<file path="src/sv/h264nal_pkg.sv">
// ----------------------------------------------------------------------------
// h264nal_pkg
// Types, codes and the NAL header decode shared by the inspector modules.
// ----------------------------------------------------------------------------
package h264nal_pkg;

    localparam logic [4:0] NAL_TYPE_MASK_W = 5'h1F;
    localparam logic [4:0] NAL_TYPE_IDR    = 5'd5;
    localparam logic [4:0] NAL_TYPE_SPS    = 5'd7;
    localparam logic [4:0] NAL_TYPE_PPS    = 5'd8;

    localparam int ANNEXB_MIN_ZEROS = 2;

    typedef struct packed {
        logic pps;
        logic sps;
        logic idr;
    } t_nal_flags;

    typedef enum logic [1:0] {
        FMT_NONE   = 2'd0,
        FMT_ANNEXB = 2'd1,
        FMT_LEN4   = 2'd2,
        FMT_LEN2   = 2'd3
    } t_format;

    typedef enum logic [1:0] {
        ST_NONE = 2'd0,
        ST_SEEN = 2'd1,
        ST_FAIL = 2'd2
    } t_len_status;

    typedef struct packed {
        logic       ok;
        t_nal_flags flags;
    } t_parse_result;

    function automatic t_nal_flags nal_type_flags(input logic [7:0] hdr);
        t_nal_flags f;
        f = '0;
        unique case (hdr[4:0] & NAL_TYPE_MASK_W)
            NAL_TYPE_IDR: f.idr = 1'b1;
            NAL_TYPE_SPS: f.sps = 1'b1;
            NAL_TYPE_PPS: f.pps = 1'b1;
            default:      f = '0;
        endcase
        return f;
    endfunction

endpackage

</file>
<file path="src/sv/h264_access_unit_nal_inspector_core.sv">
// ----------------------------------------------------------------------------
// h264_access_unit_nal_inspector_core
// Scans one access unit a byte per transaction with Annex B, 4-byte and
// 2-byte length parsers side by side, and reports the NAL types found.
//
//   channel | direction | handshake                  | payload
//   --------+-----------+----------------------------+-----------------------
//   in      | sink      | i_in_valid / o_in_stall    | data byte, last flag
//   out     | source    | o_out_valid / i_out_stall  | idr, sps, pps, format
//
// One byte per cycle unless input is stalled; each byte passes the input
// register, then all three parsers and the result select update together.
// A final byte's result is registered as it leaves the input register.
// Reset clears all parser state; the next byte starts a new access unit.
// Only a final byte waiting on a stalled, full result register stalls input.
// ----------------------------------------------------------------------------
module h264_access_unit_nal_inspector_core
    import h264nal_pkg::*;
(
    input  logic       i_clk,
    input  logic       i_rst_n,
    input  logic       i_in_valid,
    output logic       o_in_stall,
    input  logic [7:0] i_data_byte,
    input  logic       i_last_byte,
    output logic       o_out_valid,
    input  logic       i_out_stall,
    output logic       o_has_idr_slice,
    output logic       o_has_sps,
    output logic       o_has_pps,
    output logic [1:0] o_format_found
);

    logic          r_in_valid;
    logic [7:0]    r_in_byte;
    logic          r_in_last;
    logic          r_out_valid;
    t_nal_flags    r_out_flags, n_out_flags;
    t_format       r_out_fmt, n_out_fmt;

    logic          out_free;
    logic          step;
    logic          in_ready;
    logic          emit;
    t_parse_result annexb_res;
    t_parse_result len4_res;
    t_parse_result len2_res;

    assign out_free = !r_out_valid || !i_out_stall;
    assign step     = r_in_valid && (!r_in_last || out_free);
    assign in_ready = !r_in_valid || step;
    assign emit     = step && r_in_last;

    assign o_in_stall = !in_ready;

    always_ff @(posedge i_clk) begin
        if (!i_rst_n) begin
            r_in_valid <= 1'b0;
        end else if (in_ready) begin
            r_in_valid <= i_in_valid;
        end
    end

    always_ff @(posedge i_clk) begin
        if (in_ready && i_in_valid) begin
            r_in_byte <= i_data_byte;
            r_in_last <= i_last_byte;
        end
    end

    h264nal_annexb u_annexb (
        .i_clk    (i_clk),
        .i_rst_n  (i_rst_n),
        .i_step   (step),
        .i_last   (r_in_last),
        .i_byte   (r_in_byte),
        .o_result (annexb_res)
    );

    h264nal_len_parser #(
        .PREFIX_BYTES (4)
    ) u_len4 (
        .i_clk    (i_clk),
        .i_rst_n  (i_rst_n),
        .i_step   (step),
        .i_last   (r_in_last),
        .i_byte   (r_in_byte),
        .o_result (len4_res)
    );

    h264nal_len_parser #(
        .PREFIX_BYTES (2)
    ) u_len2 (
        .i_clk    (i_clk),
        .i_rst_n  (i_rst_n),
        .i_step   (step),
        .i_last   (r_in_last),
        .i_byte   (r_in_byte),
        .o_result (len2_res)
    );

    always_comb begin
        n_out_flags = '0;
        n_out_fmt   = FMT_NONE;
        if (annexb_res.ok) begin
            n_out_flags = annexb_res.flags;
            n_out_fmt   = FMT_ANNEXB;
        end else if (len4_res.ok) begin
            n_out_flags = len4_res.flags;
            n_out_fmt   = FMT_LEN4;
        end else if (len2_res.ok) begin
            n_out_flags = len2_res.flags;
            n_out_fmt   = FMT_LEN2;
        end
    end

    always_ff @(posedge i_clk) begin
        if (!i_rst_n) begin
            r_out_valid <= 1'b0;
        end else if (out_free) begin
            r_out_valid <= emit;
        end
    end

    always_ff @(posedge i_clk) begin
        if (emit) begin
            r_out_flags <= n_out_flags;
            r_out_fmt   <= n_out_fmt;
        end
    end

    assign o_out_valid     = r_out_valid;
    assign o_has_idr_slice = r_out_flags.idr;
    assign o_has_sps       = r_out_flags.sps;
    assign o_has_pps       = r_out_flags.pps;
    assign o_format_found  = r_out_fmt;

`ifndef NO_ASSERTIONS
    a_no_flags_without_format: assert property (@(posedge i_clk) disable iff (!i_rst_n)
        (o_out_valid && o_format_found == FMT_NONE)
            |-> (!o_has_idr_slice && !o_has_sps && !o_has_pps))
        else $error("flags set with no format found");

    a_stall_only_on_final: assert property (@(posedge i_clk) disable iff (!i_rst_n)
        o_in_stall |-> (r_in_valid && r_in_last && r_out_valid && i_out_stall))
        else $error("input stalled without a blocked final byte");

    a_emit_shows_result: assert property (@(posedge i_clk) disable iff (!i_rst_n)
        emit |=> o_out_valid)
        else $error("final byte produced no result");
`endif

endmodule

</file>
<file path="src/sv/h264nal_annexb.sv">
// ----------------------------------------------------------------------------
// h264nal_annexb
// Annex B start code parser: tracks zero runs, start codes and the header
// byte of each unit, and reports its flags as of the current byte.
// ----------------------------------------------------------------------------
module h264nal_annexb
    import h264nal_pkg::*;
(
    input  logic          i_clk,
    input  logic          i_rst_n,
    input  logic          i_step,
    input  logic          i_last,
    input  logic [7:0]    i_byte,
    output t_parse_result o_result
);

    logic [1:0] r_zero_run, n_zero_run;
    logic       r_started, n_started;
    logic       r_awaiting, n_awaiting;
    t_nal_flags r_flags, n_flags;

    always_comb begin
        n_zero_run = r_zero_run;
        n_started  = r_started;
        n_awaiting = r_awaiting;
        n_flags    = r_flags;
        if (i_byte == 8'h01 && r_zero_run >= 2'(ANNEXB_MIN_ZEROS)) begin
            n_started  = 1'b1;
            n_awaiting = 1'b1;
            n_zero_run = '0;
        end else if (i_byte == 8'h00) begin
            if (r_zero_run < 2'(ANNEXB_MIN_ZEROS)) begin
                n_zero_run = r_zero_run + 2'd1;
            end
        end else begin
            n_zero_run = '0;
            if (r_awaiting) begin
                n_flags    = r_flags | nal_type_flags(i_byte);
                n_awaiting = 1'b0;
            end
        end
    end

    assign o_result.ok    = n_started;
    assign o_result.flags = n_flags;

    always_ff @(posedge i_clk) begin
        if (!i_rst_n) begin
            r_zero_run <= '0;
            r_started  <= 1'b0;
            r_awaiting <= 1'b0;
            r_flags    <= '0;
        end else if (i_step) begin
            if (i_last) begin
                r_zero_run <= '0;
                r_started  <= 1'b0;
                r_awaiting <= 1'b0;
                r_flags    <= '0;
            end else begin
                r_zero_run <= n_zero_run;
                r_started  <= n_started;
                r_awaiting <= n_awaiting;
                r_flags    <= n_flags;
            end
        end
    end

endmodule

</file>
<file path="src/sv/h264nal_len_parser.sv">
// ----------------------------------------------------------------------------
// h264nal_len_parser
// Length-prefixed NAL parser with big-endian prefixes of PREFIX_BYTES bytes.
// Fails on a zero length; reports success only at a clean unit boundary.
// ----------------------------------------------------------------------------
module h264nal_len_parser
    import h264nal_pkg::*;
#(
    parameter int PREFIX_BYTES = 4
)(
    input  logic          i_clk,
    input  logic          i_rst_n,
    input  logic          i_step,
    input  logic          i_last,
    input  logic [7:0]    i_byte,
    output t_parse_result o_result
);

    localparam int LEN_W = 8 * PREFIX_BYTES;
    localparam int CNT_W = $clog2(PREFIX_BYTES + 1);

    logic [CNT_W-1:0] r_count, n_count;
    logic [LEN_W-1:0] r_remaining, n_remaining;
    logic             r_awaiting, n_awaiting;
    t_len_status      r_status, n_status;
    t_nal_flags       r_flags, n_flags;

    logic [LEN_W-1:0] shifted;
    logic [CNT_W-1:0] count_inc;

    assign shifted   = {r_remaining[LEN_W-9:0], i_byte};
    assign count_inc = r_count + CNT_W'(1);

    always_comb begin
        n_count     = r_count;
        n_remaining = r_remaining;
        n_awaiting  = r_awaiting;
        n_status    = r_status;
        n_flags     = r_flags;
        if (r_status != ST_FAIL) begin
            if (r_count != '0 || r_remaining == '0) begin
                n_remaining = shifted;
                if (count_inc >= CNT_W'(PREFIX_BYTES)) begin
                    n_count = '0;
                    if (shifted == '0) begin
                        n_status = ST_FAIL;
                    end else begin
                        n_status   = ST_SEEN;
                        n_awaiting = 1'b1;
                    end
                end else begin
                    n_count = count_inc;
                end
            end else begin
                if (r_awaiting) begin
                    n_flags    = r_flags | nal_type_flags(i_byte);
                    n_awaiting = 1'b0;
                end
                n_remaining = r_remaining - LEN_W'(1);
            end
        end
    end

    assign o_result.ok    = (n_status == ST_SEEN) && (n_count == '0) && (n_remaining == '0);
    assign o_result.flags = n_flags;

    always_ff @(posedge i_clk) begin
        if (!i_rst_n) begin
            r_count     <= '0;
            r_remaining <= '0;
            r_awaiting  <= 1'b0;
            r_status    <= ST_NONE;
            r_flags     <= '0;
        end else if (i_step) begin
            if (i_last) begin
                r_count     <= '0;
                r_remaining <= '0;
                r_awaiting  <= 1'b0;
                r_status    <= ST_NONE;
                r_flags     <= '0;
            end else begin
                r_count     <= n_count;
                r_remaining <= n_remaining;
                r_awaiting  <= n_awaiting;
                r_status    <= n_status;
                r_flags     <= n_flags;
            end
        end
    end

endmodule

</file>
<file path="config.mk">
export PLATFORM = sky130hd
export DESIGN_NAME = h264_access_unit_nal_inspector_core
export DESIGN_NICKNAME = d
export VERILOG_FILES = /design/src/sv/h264nal_pkg.sv /design/src/sv/h264_access_unit_nal_inspector_core.sv /design/src/sv/h264nal_annexb.sv /design/src/sv/h264nal_len_parser.sv
export SDC_FILE = /design/constraint.sdc
export NUM_CORES = 1
export LEC_CHECK = 0
export BUFFER_PORTS_ARGS = -buffer_cell sky130_fd_sc_hd__buf_2
export CORE_ASPECT_RATIO = 1.5
export CORE_MARGIN = 5
export CORE_UTILIZATION = 45
export CTS_CLUSTER_SIZE = 28
export DETAILED_ROUTE_END_ITERATION = 8
export HOLD_SLACK_MARGIN = 0.02
export MAX_ROUTING_LAYER = met4
export SYNTH_ARGS = -nofsm -noshare
export SYNTH_HDL_FRONTEND = slang
export SYNTH_SLANG_ARGS = --single-unit
</file>
<file path="constraint.sdc">
create_clock -name i_clk -period 8.91 [get_ports i_clk]
set_input_delay 1.3365 -clock i_clk [delete_from_list [all_inputs] [get_ports i_clk]]
set_output_delay 1.3365 -clock i_clk [all_outputs]
set_load 0.005 [all_outputs]
</file>
**Word-level counts from Yosys, hierarchy flattened**

Index checks and enable logic that the tools add are counted.

- Logic and storage cells: 179
- Bits in writable memories: 0
- Latch bits: 0
- Input bits: 13
- Register bits after elaboration: 88
- ROM bits: 0
- Memories: 0

- Reductions and logical operators: 35
- Equality and inequality tests: 14
- Add/sub/neg operators: 5
- Div/mod/pow operators: 0
- Mux-type cells: 90
- $lt $le $gt $ge: 4
- Multipliers: 0
- Bitwise logic cells: 3
- Shift operators: 0

Operators with widths:

| cell | number |
|---|---|
| $logic_not 32->1 | 3 |
| $mux 32 | 3 |
| $mux 3 | 19 |
| $logic_not 16->1 | 3 |
| $mux 16 | 3 |
| $mux 1 | 45 |
| $mux 2 | 20 |
| $sub 32x1->32 const B | 1 |
| $sub 16x1->16 const B | 1 |
| $ne 3x3->1 const B | 4 |
| $eq 5x3->1 const B | 2 |
| $or 3x3->3 | 3 |
| $eq 8x1->1 const B | 1 |
| $logic_and 1x1->1 | 8 |
| $logic_not 8->1 | 1 |
| $reduce_and 4->1 | 2 |
| $reduce_bool 2->1 | 3 |
| $eq 5x4->1 const B | 1 |
| $logic_not 1->1 | 5 |
| $logic_or 1x1->1 | 5 |
| $add 2x1->2 const B | 2 |
| $eq 2x1->1 const B | 2 |
| $ge 2x2->1 const B | 2 |
| $ne 2x2->1 const B | 2 |
| other kinds (9) | 10 |

**Longest topological paths before layout**

- Depth after elaboration: 12
- Gate-level depth with buffers: 14
- Gate-level depth less buffers: 11

**Cells and area by module**

Synthesis repeated with hierarchy kept, for this count alone.

- Cells, all modules: 759
- Area, all modules: 6037.0 um^2

By module, submodules not included:

| module | instances | cells an instance | area an instance (um^2) | sequential area each (um^2) |
|---|---|---|---|---|
| h264nal_len_parser at u_len4 | 1 | 439 | 3258.1 | 820.8 |
| h264nal_len_parser at u_len2 | 1 | 232 | 1785.5 | 480.5 |
| h264_access_unit_nal_inspector_core | 1 | 41 | 605.6 | 460.4 |
| h264nal_annexb | 1 | 47 | 387.9 | 140.1 |

**Least setup slack after synthesis**

OpenSTA, ideal clock, no wires.

- Path kind: register to register
- From: reg u_len4.r_remaining[2]
- To: reg r_out_flags (netlist bit o_has_idr_slice), data pin
- Setup time: 0.273 ns
- Data required time: 8.637 ns
- Clock period less this slack: 4.220 ns
- Stages on the path, launching flop included: 13
- Arrival: 3.946 ns
- Setup slack: 4.690 ns
- Path through: dfxtp_1 > buf_6 > or4_4 > buf_6 > or3_4 > buf_6 > or4_2 > xnor2_1 > or4b_1 > a211o_1 > or4_4 > o311ai_1 > a31oi_1

RTL lines:

| what | RTL line | text |
|---|---|---|
| from (decl) | h264nal_len_parser.sv:23 | `logic [LEN_W-1:0] r_remaining, n_remaining;` |
| from (signal assigned) | h264nal_len_parser.sv:83 | `r_remaining <= n_remaining;` |
| to (signal assigned) | h264_access_unit_nal_inspector_core.sv:127 | `r_out_flags <= n_out_flags;` |
| to (decl) | h264_access_unit_nal_inspector_core.sv:38 | `t_nal_flags r_out_flags, n_out_flags;` |

==> metrics.txt <==
status finished clean; DPL Wire Length approximately 15000 um; vias between 6000 and 7000; total congestion overflow 0; worst-skew pair later-pin latency 350 ps; Post-Route WL about 21000 um; crit path cell chain inv_1, ha_1, or3b_2, nor3_1, nand4_1, xor2_1, or4b_1, a211o_1, or4_4, o311ai_1, a31oi_1; Num Clock Sinks 88; Seq/Total Area, Yosys 0.316; area of the core 13100 um2; largest family of logic cells by synthesized area simple AND/OR/NAND/NOR gates; FMAX between 200 and 250 MHz; final worst path period need between 4000 and 5000 ps; Initial Utilization 0.460; area share of the largest cell type after synthesis 0.246; Routed Antenna Nets 0; Longest Clk Path Bufs 2; Post-synth EDFFs 14; largest net degree at the start of global routing 60; clock tree from TritonCTS built; Slew headroom 0.206; final hold vios 0; vias in the first global route about 6000; WHS Path Cells 2; Via density 6.68; first-pass GRT wire length between 30000 and 40000 um; drt first pass iters 6; syn avg cell area ~7.7 um2; Yosys Warn Count 0; CP Depth 11; RSZ-0062 raised after global routing no; port bufs 19; compound-cell area share of the yosys netlist 0.263; CP Data Required Time roughly 9000 ps; clk slew on worst S/H paths about 70 ps; critical path's largest stage delay between 700 and 800 ps; WP data arrival approximately 4600 ps; Mapped Cells between 700 and 800; Min-Delay Path Class flip-flop to flip-flop; I/O pins 20; Async SR Flop Fraction 0; Reg2Reg Depth 11; root buffer cell clkbuf_16; Slowest cell on crit path nor3_1; Setup crit end kind flip-flop; Final period util 0.506; post-route setup TNS 0 ps; NumNets Final 786; Finished Layout Cells between 900 and 1000; GPL Wtd Cong 0.989; Synth Area in Adders 0.0145; area of the die roughly 16000 um2; Area Growth Syn to Fin 6.27%; critical path class flip-flop to flip-flop; Max Slew Vio Count 0; Die Wd about 100 um; DP Cell Count approximately 910; n_diodes 0; delay-heaviest family, CP simple AND/OR/NAND/NOR gates; Worst Skew about 8.1 ps; worst-margin pin slew between 1000 and 1500 ps; Syn Nets just over 800; Max-Cap Viols 0; Yosys top cell by area dfxtp_1; share of layout cells above drive strength 1 0.101; DRT iter0 DRCs 519; post_cts resized 0; Final setup viols 0; Mapped Area about 6000 um2; num rows just over 50; # DRC 0; CP bufs+invs 1; htree depth 3; Setup Fix Bufs, Post-CTS 0; fraction of synthesized area in multiplexers 0.0104; number of synthesized register bits between 80 and 90; Hold-fix buffers, CTS 0; chip height about 150 um; antenna violations before repair 0; xor-xnor portion of the synthesized cell area 0.0131; WHS 480 ps; Setup crit start kind flip-flop; CP Max Fanout 7; Simple-Gate Fraction of Synth Area 0.323; synth top area cells dfxtp_1, edfxtp_1, nor2_1; main flop type after synthesis dfxtp_1; WL/cell approximately 22 um; aggregate global-route resource usage 0.261; cts bufs inserted 9; Yosys cell types roughly 90
==> sequential cells by signal, summed over array words and instances (netlist names), 2 cells and up <==
| signal | cells |
|---|---|
| o_format_found | 2 |
| r_in_byte | 8 |
| u_annexb.r_flags | 3 |
| u_annexb.r_zero_run | 2 |
| u_len2.r_count | 2 |
| u_len2.r_flags | 3 |
| u_len2.r_remaining | 16 |
| u_len2.r_status | 2 |
| u_len4.r_count | 3 |
| u_len4.r_flags | 3 |
| u_len4.r_remaining | 32 |
| u_len4.r_status | 2 |
==> cells by family (layout without fill, tap and decap cells) <==
| family | count (synthesis) | count (layout) |
|---|---|---|
| compound gates | 228 | 228 |
| xor+xnor | 9 | 9 |
| fa+ha+maj | 7 | 7 |
| buf+inv | 82 | 66 |
| flops | 88 | 88 |
| mux | 6 | 6 |
| simple gates | 367 | 367 |
==> stage by stage <==
step / utilization / area [um2] / setup slack (ps)
5_1_grt: 0.489 / 6400 / 4240
3_3_place_gp: 0.467 / 6100 / 4600
3_5_place_dp: 0.467 / 6100 / 4500
6_report: 0.489 / 6400 / 4400
4_1_cts: 0.489 / 6400 / 4480
2_1_floorplan: - / 6020 / 4690
==> synthesized netlist by cell type (22+ instances only) <==
cell type and number:
a22oi_1 24, nor4_1 25, nand3_1 25, o21ai_0 45, nor2_1 85, nor2b_1 31, inv_1 22, dfxtp_1 74
clkbuf_1 46, nand2_1 76, nor3_1 23, a21oi_1 33
==> layout by cell type (no fill, tap or decap), types with 21 or more instances in the layout <==
cell      n
a21oi_1  33
a22oi_1  24
and2_1   21
dfxtp_1  74
inv_1    22
nand2_1  76
nand3_1  25
nor2_1   84
nor2b_1  30
nor3_1   23
nor4_1   25
o21ai_0  45
==> layer usage <==
metal | up-vias | global-route usage | part of all wire
met4 | 0 | 0.176 | 0.069
met5 | - | - | 0
met2 | 321 | 0.468 | 0.51
li1 | 2896 | - | -
met3 | 95 | 0.0352 | 0.059
met1 | 2905 | 0.264 | 0.36
==> layout make-up <==
| type | instances | area (um2) |
|---|---|---|
| Clock buffer | 10 | 229 |
| Sequential cell | 88 | 1900 |
| Inverter | 22 | 82.6 |
| Tap cell | 159 | 199 |
| Multi-Input combinational cell | 617 | 3760 |
| Fill cell | 1345 | 6680 |
| Timing Repair Buffer | 28 | 163 |
| Clock inverter | 6 | 67.6 |
==> tightest hold or removal path: stages, from the launching register on <==
cell,delay (ps)
dfxtp_1,330
a31oi_1,50
nor2_1,70
==> worst paths after layout <==
path / end / slack [ps] / start
worst max-delay path: o_has_sps / 4400 / u_len4.r_remaining[1]
worst min-delay path: u_len4.r_flags[2] / 480 / u_len4.r_flags[2]
worst max register to register: o_has_sps / 4400 / u_len4.r_remaining[1]
worst min register to register: u_len4.r_flags[2] / 480 / u_len4.r_flags[2]
Power is not shown: default switching activity piles up to over one toggle a cycle in this logic, so the estimate is an artifact.
